===== config.mk =====
export PLATFORM = sky130hd
export DESIGN_NAME = bus_request_arbiter
export DESIGN_NICKNAME = d
export VERILOG_FILES = /design/src/design/bra_pkg.sv /design/src/design/bra_cell.sv /design/src/design/bra_stats.sv /design/src/design/bus_request_arbiter.sv
export SDC_FILE = /design/constraint.sdc
export NUM_CORES = 2
export LEC_CHECK = 0
export BUFFER_PORTS_ARGS = -buffer_cell sky130_fd_sc_hd__buf_2
export CORE_MARGIN = 2
export CORE_UTILIZATION = 57
export DETAILED_ROUTE_END_ITERATION = 10
export PLACE_DENSITY = 0.83
export RECOVER_POWER = 25
export SLEW_MARGIN = 20
export SYNTH_ARGS = -nofsm -noshare
export SYNTH_HDL_FRONTEND = slang
export SYNTH_SLANG_ARGS = --single-unit
export TNS_END_PERCENT = 30

===== constraint.sdc =====
create_clock -name clk -period 6.05 [get_ports clk]
set_input_delay 1.21 -clock clk [delete_from_list [all_inputs] [get_ports clk]]
set_output_delay 1.21 -clock clk [all_outputs]
set_load 0.02 [all_outputs]

===== src/design/bra_pkg.sv =====
// Shared types, constants and helpers of the bus request arbiter.
`default_nettype none
package bra_pkg;

	localparam int PRODUCERS   = 8;
	localparam int QUEUE_DEPTH = 16;
	localparam int PROD_W      = 3;
	localparam int OWN_W       = PROD_W + 1;
	localparam int QIDX_W      = $clog2(QUEUE_DEPTH);
	localparam int CNT_W       = $clog2(QUEUE_DEPTH + 1);
	localparam int TIME_W      = 32;
	localparam int PRIO_W      = 8;
	localparam int CFG_IDX_W   = 2;
	localparam int CFG_DATA_W  = 64;

	localparam logic [OWN_W-1:0] NO_OWNER = OWN_W'(PRODUCERS);

	localparam logic [1:0] MODE_REQUEST = 2'd0;
	localparam logic [1:0] MODE_GRANT   = 2'd1;
	localparam logic [1:0] MODE_RELEASE = 2'd2;
	localparam logic [1:0] MODE_QUERY   = 2'd3;

	localparam logic [1:0] POL_FIFO = 2'd0;
	localparam logic [1:0] POL_RR   = 2'd1;
	localparam logic [1:0] POL_PRIO = 2'd2;

	localparam logic [CFG_IDX_W-1:0] REG_POLICY    = 2'd0;
	localparam logic [CFG_IDX_W-1:0] REG_STARVE    = 2'd1;
	localparam logic [CFG_IDX_W-1:0] REG_PRIO_TBL  = 2'd2;

	localparam logic [CFG_DATA_W-1:0] PRIO_TBL_RST = 64'h0706050403020100;

	typedef struct packed {
		logic [1:0]        mode;
		logic [PROD_W-1:0] producer;
		logic [TIME_W-1:0] now_ticks;
		logic [TIME_W-1:0] hold_ticks;
	} req_t;

	typedef struct packed {
		logic              accepted;
		logic              grant_valid;
		logic [PROD_W-1:0] grant_producer;
		logic [TIME_W-1:0] bus_wait;
		logic              busy_res;
		logic [CNT_W-1:0]  queue_depth;
		logic [TIME_W-1:0] oldest_age;
		logic [CNT_W-1:0]  peak_depth;
		logic [TIME_W-1:0] producer_overflows;
		logic [CNT_W-1:0]  producer_pending;
		logic [TIME_W-1:0] producer_max_wait;
		logic [TIME_W-1:0] producer_starved;
	} res_t;

	typedef struct packed {
		logic [PROD_W-1:0] prod;
		logic [TIME_W-1:0] stamp;
	} entry_t;

	typedef struct packed {
		logic              rot;
		logic              del;
		logic [QIDX_W-1:0] del_idx;
		logic              wr;
		logic [QIDX_W-1:0] wr_idx;
	} cell_ctl_t;

	typedef struct packed {
		logic              enq;
		logic              ovf;
		logic              gnt;
		logic              starve;
		logic [TIME_W-1:0] wait_ticks;
	} stat_cmd_t;

	typedef struct packed {
		logic [TIME_W-1:0] ovf;
		logic [CNT_W-1:0]  pend;
		logic [TIME_W-1:0] maxw;
		logic [TIME_W-1:0] starv;
	} stat_rd_t;

	function automatic logic [PRIO_W-1:0] prio_of(input logic [CFG_DATA_W-1:0] tbl,
		input logic [PROD_W-1:0] p);
		prio_of = tbl[p*PRIO_W +: PRIO_W];
	endfunction

	function automatic logic [TIME_W-1:0] sat_inc(input logic [TIME_W-1:0] v);
		sat_inc = (v == '1) ? v : v + TIME_W'(1);
	endfunction

endpackage
`default_nettype wire


===== src/design/bra_cell.sv =====
// One queue slot: loads from its upper neighbor on rotate/delete, or takes a new entry.
`default_nettype none
module bra_cell (
	input  logic               clk,
	input  bra_pkg::cell_ctl_t ctl,
	input  logic [bra_pkg::QIDX_W-1:0] pos,
	input  bra_pkg::entry_t    nbr,
	input  bra_pkg::entry_t    wr_ent,
	output bra_pkg::entry_t    ent
);
	bra_pkg::entry_t ent_q;

	always_ff @(posedge clk) begin
		if (ctl.rot) begin
			ent_q <= nbr;
		end else if (ctl.del && pos >= ctl.del_idx) begin
			ent_q <= nbr;
		end else if (ctl.wr && pos == ctl.wr_idx) begin
			ent_q <= wr_ent;
		end
	end

	assign ent = ent_q;
endmodule
`default_nettype wire


===== src/design/bra_stats.sv =====
// Per-producer statistics counters with a single access index.
`default_nettype none
module bra_stats (
	input  logic               clk,
	input  logic               arst_n,
	input  bra_pkg::stat_cmd_t cmd,
	input  logic [bra_pkg::PROD_W-1:0] idx,
	output bra_pkg::stat_rd_t  rd
);
	logic [bra_pkg::TIME_W-1:0] ovf_q   [bra_pkg::PRODUCERS];
	logic [bra_pkg::CNT_W-1:0]  pend_q  [bra_pkg::PRODUCERS];
	logic [bra_pkg::TIME_W-1:0] maxw_q  [bra_pkg::PRODUCERS];
	logic [bra_pkg::TIME_W-1:0] starv_q [bra_pkg::PRODUCERS];

	always_ff @(posedge clk or negedge arst_n) begin
		if (!arst_n) begin
			for (int i = 0; i < bra_pkg::PRODUCERS; i++) begin
				ovf_q[i]   <= '0;
				pend_q[i]  <= '0;
				maxw_q[i]  <= '0;
				starv_q[i] <= '0;
			end
		end else begin
			if (cmd.ovf) begin
				ovf_q[idx] <= bra_pkg::sat_inc(ovf_q[idx]);
			end
			if (cmd.enq) begin
				pend_q[idx] <= pend_q[idx] + bra_pkg::CNT_W'(1);
			end
			if (cmd.gnt) begin
				if (cmd.wait_ticks > maxw_q[idx]) begin
					maxw_q[idx] <= cmd.wait_ticks;
				end
				if (cmd.starve) begin
					starv_q[idx] <= bra_pkg::sat_inc(starv_q[idx]);
				end
				if (pend_q[idx] != '0) begin
					pend_q[idx] <= pend_q[idx] - bra_pkg::CNT_W'(1);
				end
			end
		end
	end

	assign rd.ovf   = ovf_q[idx];
	assign rd.pend  = pend_q[idx];
	assign rd.maxw  = maxw_q[idx];
	assign rd.starv = starv_q[idx];
endmodule
`default_nettype wire


===== src/design/bus_request_arbiter.sv =====
// Top level of the bus request arbiter: queue cell chain, sequencer and statistics.
//
// Usage
//   Command channel: an item (req) transfers when start is high and busy is low.
//   busy stays high while the item is worked on; no other item is taken then.
//   Each item yields one result on res, marked by done for exactly one cycle.
//   The receiver cannot stall: the result must be taken in that cycle.
//   Config channel: cfg_valid/cfg_ready with cfg_index and cfg_data; cfg_ready
//   is always high, index 3 is ignored. Write only while the block is idle.
// Timing
//   The queue is a row of 16 cells. Scans rotate the whole row one slot a
//   cycle so every entry passes the head cell once, which is where the
//   policy selection and the oldest-age search look.
//   Request, release, query: an age scan, then the output state raises done.
//   Grant that is made: pick scan, delete, age scan, then the output state.
//   A grant refused (bus held or queue empty) takes the age-scan-only path.
//   Next item may start in the cycle done is high.
// Reset
//   arst_n clears the count, peak, owner, previous grantee, hold times,
//   statistics and registers to their defaults; queue contents are not
//   cleared, only slots below the count are ever examined.
`default_nettype none
module bus_request_arbiter (
	input  logic                              clk,
	input  logic                              arst_n,
	input  logic                              start,
	output logic                              busy,
	input  bra_pkg::req_t                     req,
	output logic                              done,
	output bra_pkg::res_t                     res,
	input  logic                              cfg_valid,
	output logic                              cfg_ready,
	input  logic [bra_pkg::CFG_IDX_W-1:0]     cfg_index,
	input  logic [bra_pkg::CFG_DATA_W-1:0]    cfg_data
);
	localparam int QD = bra_pkg::QUEUE_DEPTH;

	typedef enum logic [2:0] {ST_IDLE, ST_PICK, ST_DEL, ST_AGE, ST_OUT} state_t;

	state_t state_q;

	// config registers
	logic [1:0]                     policy_q;
	logic [bra_pkg::TIME_W-1:0]     thr_q;
	logic [bra_pkg::CFG_DATA_W-1:0] prio_tbl_q;

	// arbiter state
	logic [bra_pkg::CNT_W-1:0]  count_q, peak_q;
	logic [bra_pkg::OWN_W-1:0]  owner_q, prev_q;
	logic [bra_pkg::TIME_W-1:0] hs_q, he_q;

	// latched item
	logic [bra_pkg::PROD_W-1:0]  prod_q;
	logic [bra_pkg::TIME_W-1:0]  now_q, hold_q;

	// scan state
	logic [bra_pkg::QIDX_W-1:0] k_q;
	logic                       found_q;
	logic [bra_pkg::QIDX_W-1:0] sel_idx_q;
	bra_pkg::entry_t            sel_ent_q;
	logic [bra_pkg::PRIO_W-1:0] best_pr_q;
	logic [bra_pkg::TIME_W-1:0] oldest_q;

	// per-item result pieces
	logic                        acc_q, gv_q;
	logic [bra_pkg::PROD_W-1:0]  gp_q;
	logic [bra_pkg::TIME_W-1:0]  wait_q;
	bra_pkg::res_t               res_q;
	logic                        done_q;

	// queue chain
	bra_pkg::entry_t    ents [QD];
	bra_pkg::cell_ctl_t cctl;
	bra_pkg::entry_t    wr_ent;

	bra_pkg::stat_cmd_t scmd;
	bra_pkg::stat_rd_t  srd;
	logic [bra_pkg::PROD_W-1:0] sidx;

	logic accept, is_req, q_full;
	logic held_in, head_valid, scan_end;
	bra_pkg::entry_t head;
	logic [bra_pkg::PRIO_W-1:0] head_pr;
	logic [bra_pkg::TIME_W-1:0] gnt_wait, head_age;

	assign accept     = start && (state_q == ST_IDLE);
	assign is_req     = accept && (req.mode == bra_pkg::MODE_REQUEST);
	assign q_full     = (count_q == bra_pkg::CNT_W'(QD));
	assign head       = ents[0];
	assign head_pr    = bra_pkg::prio_of(prio_tbl_q, head.prod);
	assign head_valid = {1'b0, k_q} < count_q;
	assign head_age   = now_q - head.stamp;
	assign scan_end   = (k_q == bra_pkg::QIDX_W'(QD - 1));
	assign gnt_wait   = now_q - sel_ent_q.stamp;
	// bus held test with wrap-safe elapsed times
	assign held_in    = (owner_q != bra_pkg::NO_OWNER) &&
		((req.now_ticks - hs_q) < (he_q - hs_q));

	assign wr_ent.prod  = req.producer;
	assign wr_ent.stamp = req.now_ticks;

	always_comb begin
		cctl.rot     = (state_q == ST_PICK) || (state_q == ST_AGE);
		cctl.del     = (state_q == ST_DEL);
		cctl.del_idx = sel_idx_q;
		cctl.wr      = is_req && !q_full;
		cctl.wr_idx  = count_q[bra_pkg::QIDX_W-1:0];
	end

	for (genvar i = 0; i < QD; i++) begin : g_cell
		localparam int NXT = (i + 1) % QD;
		bra_cell u_cell (
			.clk    (clk),
			.ctl    (cctl),
			.pos    (bra_pkg::QIDX_W'(i)),
			.nbr    (ents[NXT]),
			.wr_ent (wr_ent),
			.ent    (ents[i])
		);
	end

	// statistics: one index, switched between item producer and granted producer
	always_comb begin
		scmd.enq        = is_req && !q_full;
		scmd.ovf        = is_req && q_full;
		scmd.gnt        = (state_q == ST_DEL);
		scmd.wait_ticks = gnt_wait;
		scmd.starve     = (thr_q != '0) && (gnt_wait > thr_q);
		if (state_q == ST_DEL) begin
			sidx = sel_ent_q.prod;
		end else if (state_q == ST_IDLE) begin
			sidx = req.producer;
		end else begin
			sidx = prod_q;
		end
	end

	bra_stats u_stats (
		.clk    (clk),
		.arst_n (arst_n),
		.cmd    (scmd),
		.idx    (sidx),
		.rd     (srd)
	);

	// configuration writes
	assign cfg_ready = 1'b1;

	always_ff @(posedge clk or negedge arst_n) begin
		if (!arst_n) begin
			policy_q   <= bra_pkg::POL_FIFO;
			thr_q      <= '0;
			prio_tbl_q <= bra_pkg::PRIO_TBL_RST;
		end else if (cfg_valid && cfg_ready) begin
			unique case (cfg_index)
				bra_pkg::REG_POLICY:   policy_q   <= cfg_data[1:0];
				bra_pkg::REG_STARVE:   thr_q      <= cfg_data[bra_pkg::TIME_W-1:0];
				bra_pkg::REG_PRIO_TBL: prio_tbl_q <= cfg_data;
				default: ;
			endcase
		end
	end

	// sequencer
	always_ff @(posedge clk or negedge arst_n) begin
		if (!arst_n) begin
			state_q   <= ST_IDLE;
			count_q   <= '0;
			peak_q    <= '0;
			owner_q   <= bra_pkg::NO_OWNER;
			prev_q    <= bra_pkg::NO_OWNER;
			hs_q      <= '0;
			he_q      <= '0;
			k_q       <= '0;
			found_q   <= 1'b0;
			sel_idx_q <= '0;
			done_q    <= 1'b0;
		end else begin
			done_q <= 1'b0;
			unique case (state_q)
				ST_IDLE: begin
					if (accept) begin
						prod_q  <= req.producer;
						now_q   <= req.now_ticks;
						hold_q  <= req.hold_ticks;
						acc_q   <= 1'b0;
						gv_q    <= 1'b0;
						gp_q    <= '0;
						wait_q  <= '0;
						k_q     <= '0;
						found_q <= 1'b0;
						oldest_q <= '0;
						sel_idx_q <= '0;
						state_q <= ST_AGE;
						unique case (req.mode)
							bra_pkg::MODE_REQUEST: begin
								if (!q_full) begin
									count_q <= count_q + bra_pkg::CNT_W'(1);
									if (count_q + bra_pkg::CNT_W'(1) > peak_q) begin
										peak_q <= count_q + bra_pkg::CNT_W'(1);
									end
									acc_q <= 1'b1;
								end
							end
							bra_pkg::MODE_GRANT: begin
								if (!held_in && count_q != '0) begin
									state_q <= ST_PICK;
								end
							end
							bra_pkg::MODE_RELEASE: owner_q <= bra_pkg::NO_OWNER;
							default: ;
						endcase
					end
				end
				ST_PICK: begin
					if (head_valid) begin
						case (policy_q)
							bra_pkg::POL_FIFO: begin
								if (k_q == '0) begin
									sel_ent_q <= head;
									sel_idx_q <= '0;
								end
							end
							bra_pkg::POL_RR: begin
								// first entry not from the last grantee, else the head
								if (!found_q && {1'b0, head.prod} != prev_q) begin
									sel_ent_q <= head;
									sel_idx_q <= k_q;
									found_q   <= 1'b1;
								end else if (k_q == '0) begin
									sel_ent_q <= head;
									sel_idx_q <= '0;
								end
							end
							default: begin
								if (k_q == '0 || head_pr < best_pr_q) begin
									sel_ent_q <= head;
									sel_idx_q <= k_q;
									best_pr_q <= head_pr;
								end
							end
						endcase
					end
					k_q <= k_q + bra_pkg::QIDX_W'(1);
					if (scan_end) begin
						state_q <= ST_DEL;
					end
				end
				ST_DEL: begin
					count_q <= count_q - bra_pkg::CNT_W'(1);
					owner_q <= {1'b0, sel_ent_q.prod};
					prev_q  <= {1'b0, sel_ent_q.prod};
					hs_q    <= now_q;
					he_q    <= now_q + hold_q;
					gv_q    <= 1'b1;
					gp_q    <= sel_ent_q.prod;
					wait_q  <= gnt_wait;
					k_q     <= '0;
					state_q <= ST_AGE;
				end
				ST_AGE: begin
					if (head_valid && head_age > oldest_q) begin
						oldest_q <= head_age;
					end
					k_q <= k_q + bra_pkg::QIDX_W'(1);
					if (scan_end) begin
						state_q <= ST_OUT;
					end
				end
				ST_OUT: begin
					res_q.accepted           <= acc_q;
					res_q.grant_valid        <= gv_q;
					res_q.grant_producer     <= gp_q;
					res_q.bus_wait           <= wait_q;
					res_q.busy_res           <= (owner_q != bra_pkg::NO_OWNER) &&
						((now_q - hs_q) < (he_q - hs_q));
					res_q.queue_depth        <= count_q;
					res_q.oldest_age         <= oldest_q;
					res_q.peak_depth         <= peak_q;
					res_q.producer_overflows <= srd.ovf;
					res_q.producer_pending   <= srd.pend;
					res_q.producer_max_wait  <= srd.maxw;
					res_q.producer_starved   <= srd.starv;
					done_q  <= 1'b1;
					state_q <= ST_IDLE;
				end
				default: state_q <= ST_IDLE;
			endcase
		end
	end

	assign busy = (state_q != ST_IDLE);
	assign done = done_q;
	assign res  = res_q;
endmodule
`default_nettype wire


* Yosys cells after proc, flatten, opt, wreduce, memory -nomap -nowiden
Index checks and enable logic that the tools add are counted.
** Word-level totals
- Word-level logic and storage cells :: 399
- Bits in registers :: 1921
** Operators by class
- Add/subtract/negate cells :: 13
- Equality and inequality tests :: 41
- Magnitude comparators :: 26
- Shift operators :: 1
- Multiplexer cells :: 115
- Bitwise logic cells :: 3
- Reductions and logical operators :: 99
** Operator list (count)
- 2-to-1 mux 35 bit :: 51
- bitwise mux 256 bit :: 3
- 2-to-1 mux 32 bit :: 11
- binary-select mux 32 bit (select 3 bit) :: 3
- subtractor 32 bit :: 5
- case mux 32 bit (2 select lines) :: 2
- 2-to-1 mux 40 bit :: 3
- demux 32 bit (select 3 bit) :: 1
- greater-than comparator 32 bit :: 3
- bitwise mux 40 bit :: 2
- case mux 35 bit (2 select lines) :: 1
- adder 32 x 1 -> 32 bit, second input constant :: 2
- == test 32 bit, second input constant :: 2
- < comparator 32 bit :: 2
- indexed part select 64 x 7 -> 8 bit :: 1
- nonzero test 3 bit :: 19
- logical AND 1 bit :: 43
- adder 32 bit :: 1
- == test 4 bit, first input constant :: 8
- greater-or-equal comparator 4 bit, first input constant :: 8
- nonzero test 32 bit :: 1
- 2-to-1 mux 5 bit :: 6
- 2-to-1 mux 4 bit :: 7
- case mux 4 bit (2 select lines) :: 3
- other kinds (50) :: 110

* Logic depth before layout (Yosys ltp)
- Word-level depth :: 13
- Gate-level depth with buffers :: 29

* Modules after synthesis
Synthesis repeated with hierarchy kept, for this count alone.
** Unflattened totals
- Cell total of the unflattened synthesis :: 10652
- Area total of the unflattened synthesis :: 114094.4 um^2
** Modules (own cells, without submodules)
- bra_cell :: times used 16, sequential area each 1051.0 um^2, cells each 270, area an instance 2701.3 um^2
- bra_stats :: times used 1, sequential area each 20219.4 um^2, cells each 3499, area an instance 39024.9 um^2
- bus_request_arbiter :: times used 1, sequential area each 15657.5 um^2, cells each 2833, area an instance 31848.0 um^2

* Worst setup path after synthesis
Ideal clock, no wire load.
- Kind :: reg-to-reg
- Start :: reg now_q[0] (netlist name)
- End :: reg u_stats.starv_q[20] (netlist name)
- Period minus slack after synthesis :: 6.211 ns
- Setup time :: 0.125 ns
- Data required time :: 5.925 ns
- Data arrival time :: 6.087 ns
- Buffers on the path :: 3
- Path slack :: -0.161 ns
- Stages on the path, launching flop included :: 27
- Path through :: edfxtp_1 inv_1 ha_1 inv_1 fa_1 a211o_1 a21oi_1 o21ai_0 o31ai_1 o22ai_1 or4_1 o221ai_1 o2111ai_1 a21oi_1 xor2_1 inv_1 ha_1 nand4_1 nor4_1 o21ai_0 a31oi_1 or4_1 clkbuf_1 nor3b_1 buf_1 clkbuf_1 mux2_2
** Between the ends
- Cells in the longest elaborated chain, start to end :: 4
** Ends and longest elaborated chain
- from (decl) :: line bus_request_arbiter.sv:54 : logic [bra_pkg::TIME_W-1:0] now_q, hold_q;
- from (signal assigned) :: line bus_request_arbiter.sv:184 : now_q <= req.now_ticks;
- subtractor 32 bit :: line bus_request_arbiter.sv:94 : assign gnt_wait = now_q - sel_ent_q.stamp;
- net gnt_wait (one bit) :: line bus_request_arbiter.sv:84 : logic [bra_pkg::TIME_W-1:0] gnt_wait, head_age;
- greater-than comparator 32 bit :: line bus_request_arbiter.sv:128 : scmd.starve = (thr_q != '0) && (gnt_wait > thr_q);
- logical AND 1 bit :: line bus_request_arbiter.sv:128
- AND reduction 2 bit (no line)
- to (signal, indexed assignment) :: line bra_stats.sv:35 : starv_q[idx] <= bra_pkg::sat_inc(starv_q[idx]);
- to (decl) :: line bra_stats.sv:13 : logic [bra_pkg::TIME_W-1:0] starv_q [bra_pkg::PRODUCERS];
The timed path passes the listed nets, and every way through them passes these cells.
A chain may end at the register's enable or synchronous reset.

* Worst setup path in the final report
- Start :: reg now_q[1] (netlist name)
- End :: reg u_stats.starv_q[252] (netlist name)
Same word-level chain as after synthesis.

==> results_dict.tcl <==
set metrics [dict create \
    io_buffers 321 \
    cts.sinks 1921 \
    cts_max_level 4 \
    p_sw_share_pct 35.9 \
    power.switching_w 0.0192 \
    synth_area_um2 92900 \
    ys_types 105 \
    status "complete, but fails checks" \
    worst_setup_path_start_kind "register" \
    routed_wl_um 276000 \
    cts_tree "done" \
    drv_slew 869 \
    hold_depth 0 \
    overflow 0 \
    ys.flop_type "dfrtp_1" \
    routabilityCongestion 0.978 \
    antenna_found_initial 22 \
    synth_edf_count 920 \
    hold_buffers 0 \
    arrival_ps 6560 \
    drtIter0Drc 7416 \
    vias 67397 \
    clock_skew_ps 61.2 \
    io-pin-count 323 \
    final_nets 8819 \
    dr.pass1.iters 6 \
    drv_cap 14 \
    finalSetupViolCount 0 \
    worstHoldPathType "register to register" \
    syn_area_per_cell_um2 12.0 \
    yosys_register_bits 1921 \
    preCtsSetupSlack_ps -182 \
    place_inst 10262 \
    p_seq_share_pct 38.8 \
    final_util_pct 65.5 \
    path_class "register to register" \
    viasPerCell 6.32 \
    grt_usage_pct 32.6 \
    async_reset_ff_share_pct 52.1 \
    clockBufferDepth 3 \
    intPower_w 0.0342 \
    vdd_drop_max_mv 0.412 \
    synth.area.top_cells "edfxtp_1 30%, dfrtp_1 27%, mux2_2 10%, ha_1 4.9%, nand2_1 4.3%" \
    dp_hpwl_um 188000 \
    drcViolationCount 0 \
    wl_per_cell_um 25.9 \
    p_clk_share_pct 22.8 \
    initial_core_util_pct 57.2 \
    period_share_pct 97.1 \
    p_per_area_nw_per_um2 501 \
    combPwrFrac_pct 38.4 \
    die-height_um 408 \
    yosysTopAreaCellShare_pct 29.7 \
    die_width_um 408 \
    coreArea_um2 162000 \
    drive_above_1_share_pct 24.2 \
    max_slew_margin_pct -130 \
    synthCells 7772 \
    p_leak_nw 45.5 \
    fp.dieArea_um2 166000 \
    r2r_cells 27 \
    critical_path.endpoint_type "register" \
    max_freq_ghz 0.170 \
    ys_top_cells_by_count "1072 x nand2_1, 987 x dfrtp_1, 920 x edfxtp_1" \
    grt_max_degree 203 \
    cp_max_fo 17 \
    core.rowCount 148 \
    period_needed_ps 5880 \
    grt_pass1_vias 67271 \
    clk_latency_ps 860 \
    worst_pin_slew_ps 3450 \
    fin_cells 10665 \
    synth_nets 8282 \
    grt_pass1_wl_um 413000 \
    required_ps 6730 \
    area_delta_synth_final_pct 14.5 \
    ys_warn_count 0 \
    postRouteAntennaNets 0 \
    clock-root-buffer "clkbuf_16" \
    clk_pin_slew_ps 70 \
    seq_area_frac_synth_pct 56.7 \
    yosysTopAreaCell "edfxtp_1" \
    layout_setup_ws_ps 173 \
    violations "max-capacitance violations, max-slew violations" \
    hold_viol_final 0 \
    numCtsBuffers 193 \
    synth.most_common_cell "nand2_1" \
]
-- registers in the layout, summed over array words and instances (netlist names), 4 cells and up --
signal and cells:
k_q 4, res 181, peak_q 5, best_pr_q 8
prio_tbl_q 64, u_stats.ovf_q 256, thr_q 32, sel_idx_q 4
g_cell.u_cell.ent 560, hs_q 32, hold_q 32, owner_q 4
wait_q 32, oldest_q 32, now_q 32, u_stats.starv_q 256
sel_ent_q 35, he_q 32, prev_q 4, u_stats.pend_q 40
u_stats.maxw_q 256, count_q 5
-- critical path, cell delays in order (launching register included) --
cell and delay [ps]:
edfxtp_1 460, ha_1 330, nor2b_1 150, o31a_1 280, o41a_1 360, o211ai_1 310, o21ai_1 100, a21oi_1 160
buf_4 160, o21bai_1 60, a21oi_1 150, xor2_1 250, inv_1 100, ha_1 300, a21o_1 180, a21o_1 170
a21oi_1 120, o21ai_0 100, a21o_1 210, a21oi_2 170, nor3_1 70, or4_4 630, nor3b_4 210, buf_4 160
clkbuf_16 200, buf_4 160, nor2_2 100, a21oi_1 70
-- what timing repair did --
| item | CTS | global route |
|---|---|---|
| setup buffers | 4 | 16 |
| endpoints found under the setup margin | 253 | 312 |
| cloned | 0 | 4 |
| pin swaps | 1 | 21 |
| resized for setup | 8 | 46 |
| endpoints found under the hold margin | 0 | 0 |
-- power groups by stage --
stage	registers, W	logic, W	clock network, W
floorplan	0.0200	0.0134	0
CTS	0.0207	0.0200	0.0122
global route	0.0210	0.0223	0.0128
finish	0.0207	0.0205	0.0122
global placement	0.0206	0.0190	0
detailed placement	0.0208	0.0197	0
-- layer usage --
layer  track usage [%]  wire [um]  part of all wire [%]  vias up
met4              17.1      16400                   5.9       18
met5                 0        120                 0.044        -
met1              41.5     103000                    37    33431
met3              8.79      28900                    10      907
met2              51.2     127000                    46     3705
li1                  -          -                     -    29336
-- cell families after synthesis --
kind of cell / count (synthesis) / share of synthesized area, %
flops: 1921 / 56.7
compound gates: 1759 / 11.9
simple gates: 1747 / 8.32
mux: 1010 / 12.5
buf+inv: 723 / 3.16
fa+ha+maj: 375 / 5.09
xor+xnor: 236 / 2.34
other cells: 1 / 0.00403
-- cell usage in the layout (no fill, tap or decap), drive strengths merged, types with 15 or more instances in the layout --
cell    netlist  final
nand2      1072   1072
and2         35     35
ha          365    365
o22ai        27     27
inv         328    334
o21a         44     44
clkbuf      300    316
nor2        211    211
o21ai       822    822
clkinv        0     76
a22oi        60     60
a22o         73     73
a211oi       36     36
nand4        55     55
a21o        108    108
mux2i       115    115
o21bai       35     35
dfrtp       987    987
a31oi        22     22
o211ai       28     28
mux4         37     37
a21oi       272    272
buf          95    682
and3         52     52
or3          15     15
a221oi       70     70
xnor2       148    148
nand3        72     72
nor3         41     41
nor2b        64     64
xor2         88     88
a32o         21     21
nor4         31     31
mux2        858    858
nand2b       44     44
edfxtp      920    920
-- area by class of cell --
| type | count | area, um2 |
|---|---|---|
| sequential | 1921 | 52700 |
| antenna | 12 | 30.0 |
| clock inverter | 102 | 1020 |
| clock buffer | 262 | 5420 |
| tap | 2175 | 2720 |
| multi-input combinational | 5128 | 38000 |
| inverter | 328 | 1230 |
| timing repair buffer | 737 | 5360 |
| fill | 11395 | 55900 |
-- per-stage QoR --
| stage | hold WS (ps) | instance area [um2] | total power (W) | TNS, ps |
|---|---|---|---|---|
| final | 415 | 106000 | 0.0534 | 0 |
| after global routing | 421 | 106000 | 0.0561 | -275 |
| after CTS | 257 | 106000 | 0.0529 | 0 |
| after detailed placement | 405 | 99600 | 0.0405 | -16740 |
| after global placement | 404 | 99400 | 0.0396 | -353 |
| after floorplan | 400 | 93000 | 0.0335 | 0 |
-- path summary, 6_finish.rpt --
path | startpoint | endpoint | slack, ps
max | now_q[1] | u_stats.starv_q[252] | 170
min | wait_q[20] | res[164] | 420
max reg2reg | now_q[1] | u_stats.starv_q[252] | 170
min reg2reg | wait_q[20] | res[164] | 420
max in group asynchronous | arst_n | u_stats.starv_q[44] | 700
min in group asynchronous | arst_n | prev_q[2] | 1330
Note: power is estimated with default switching activity, not from simulation.
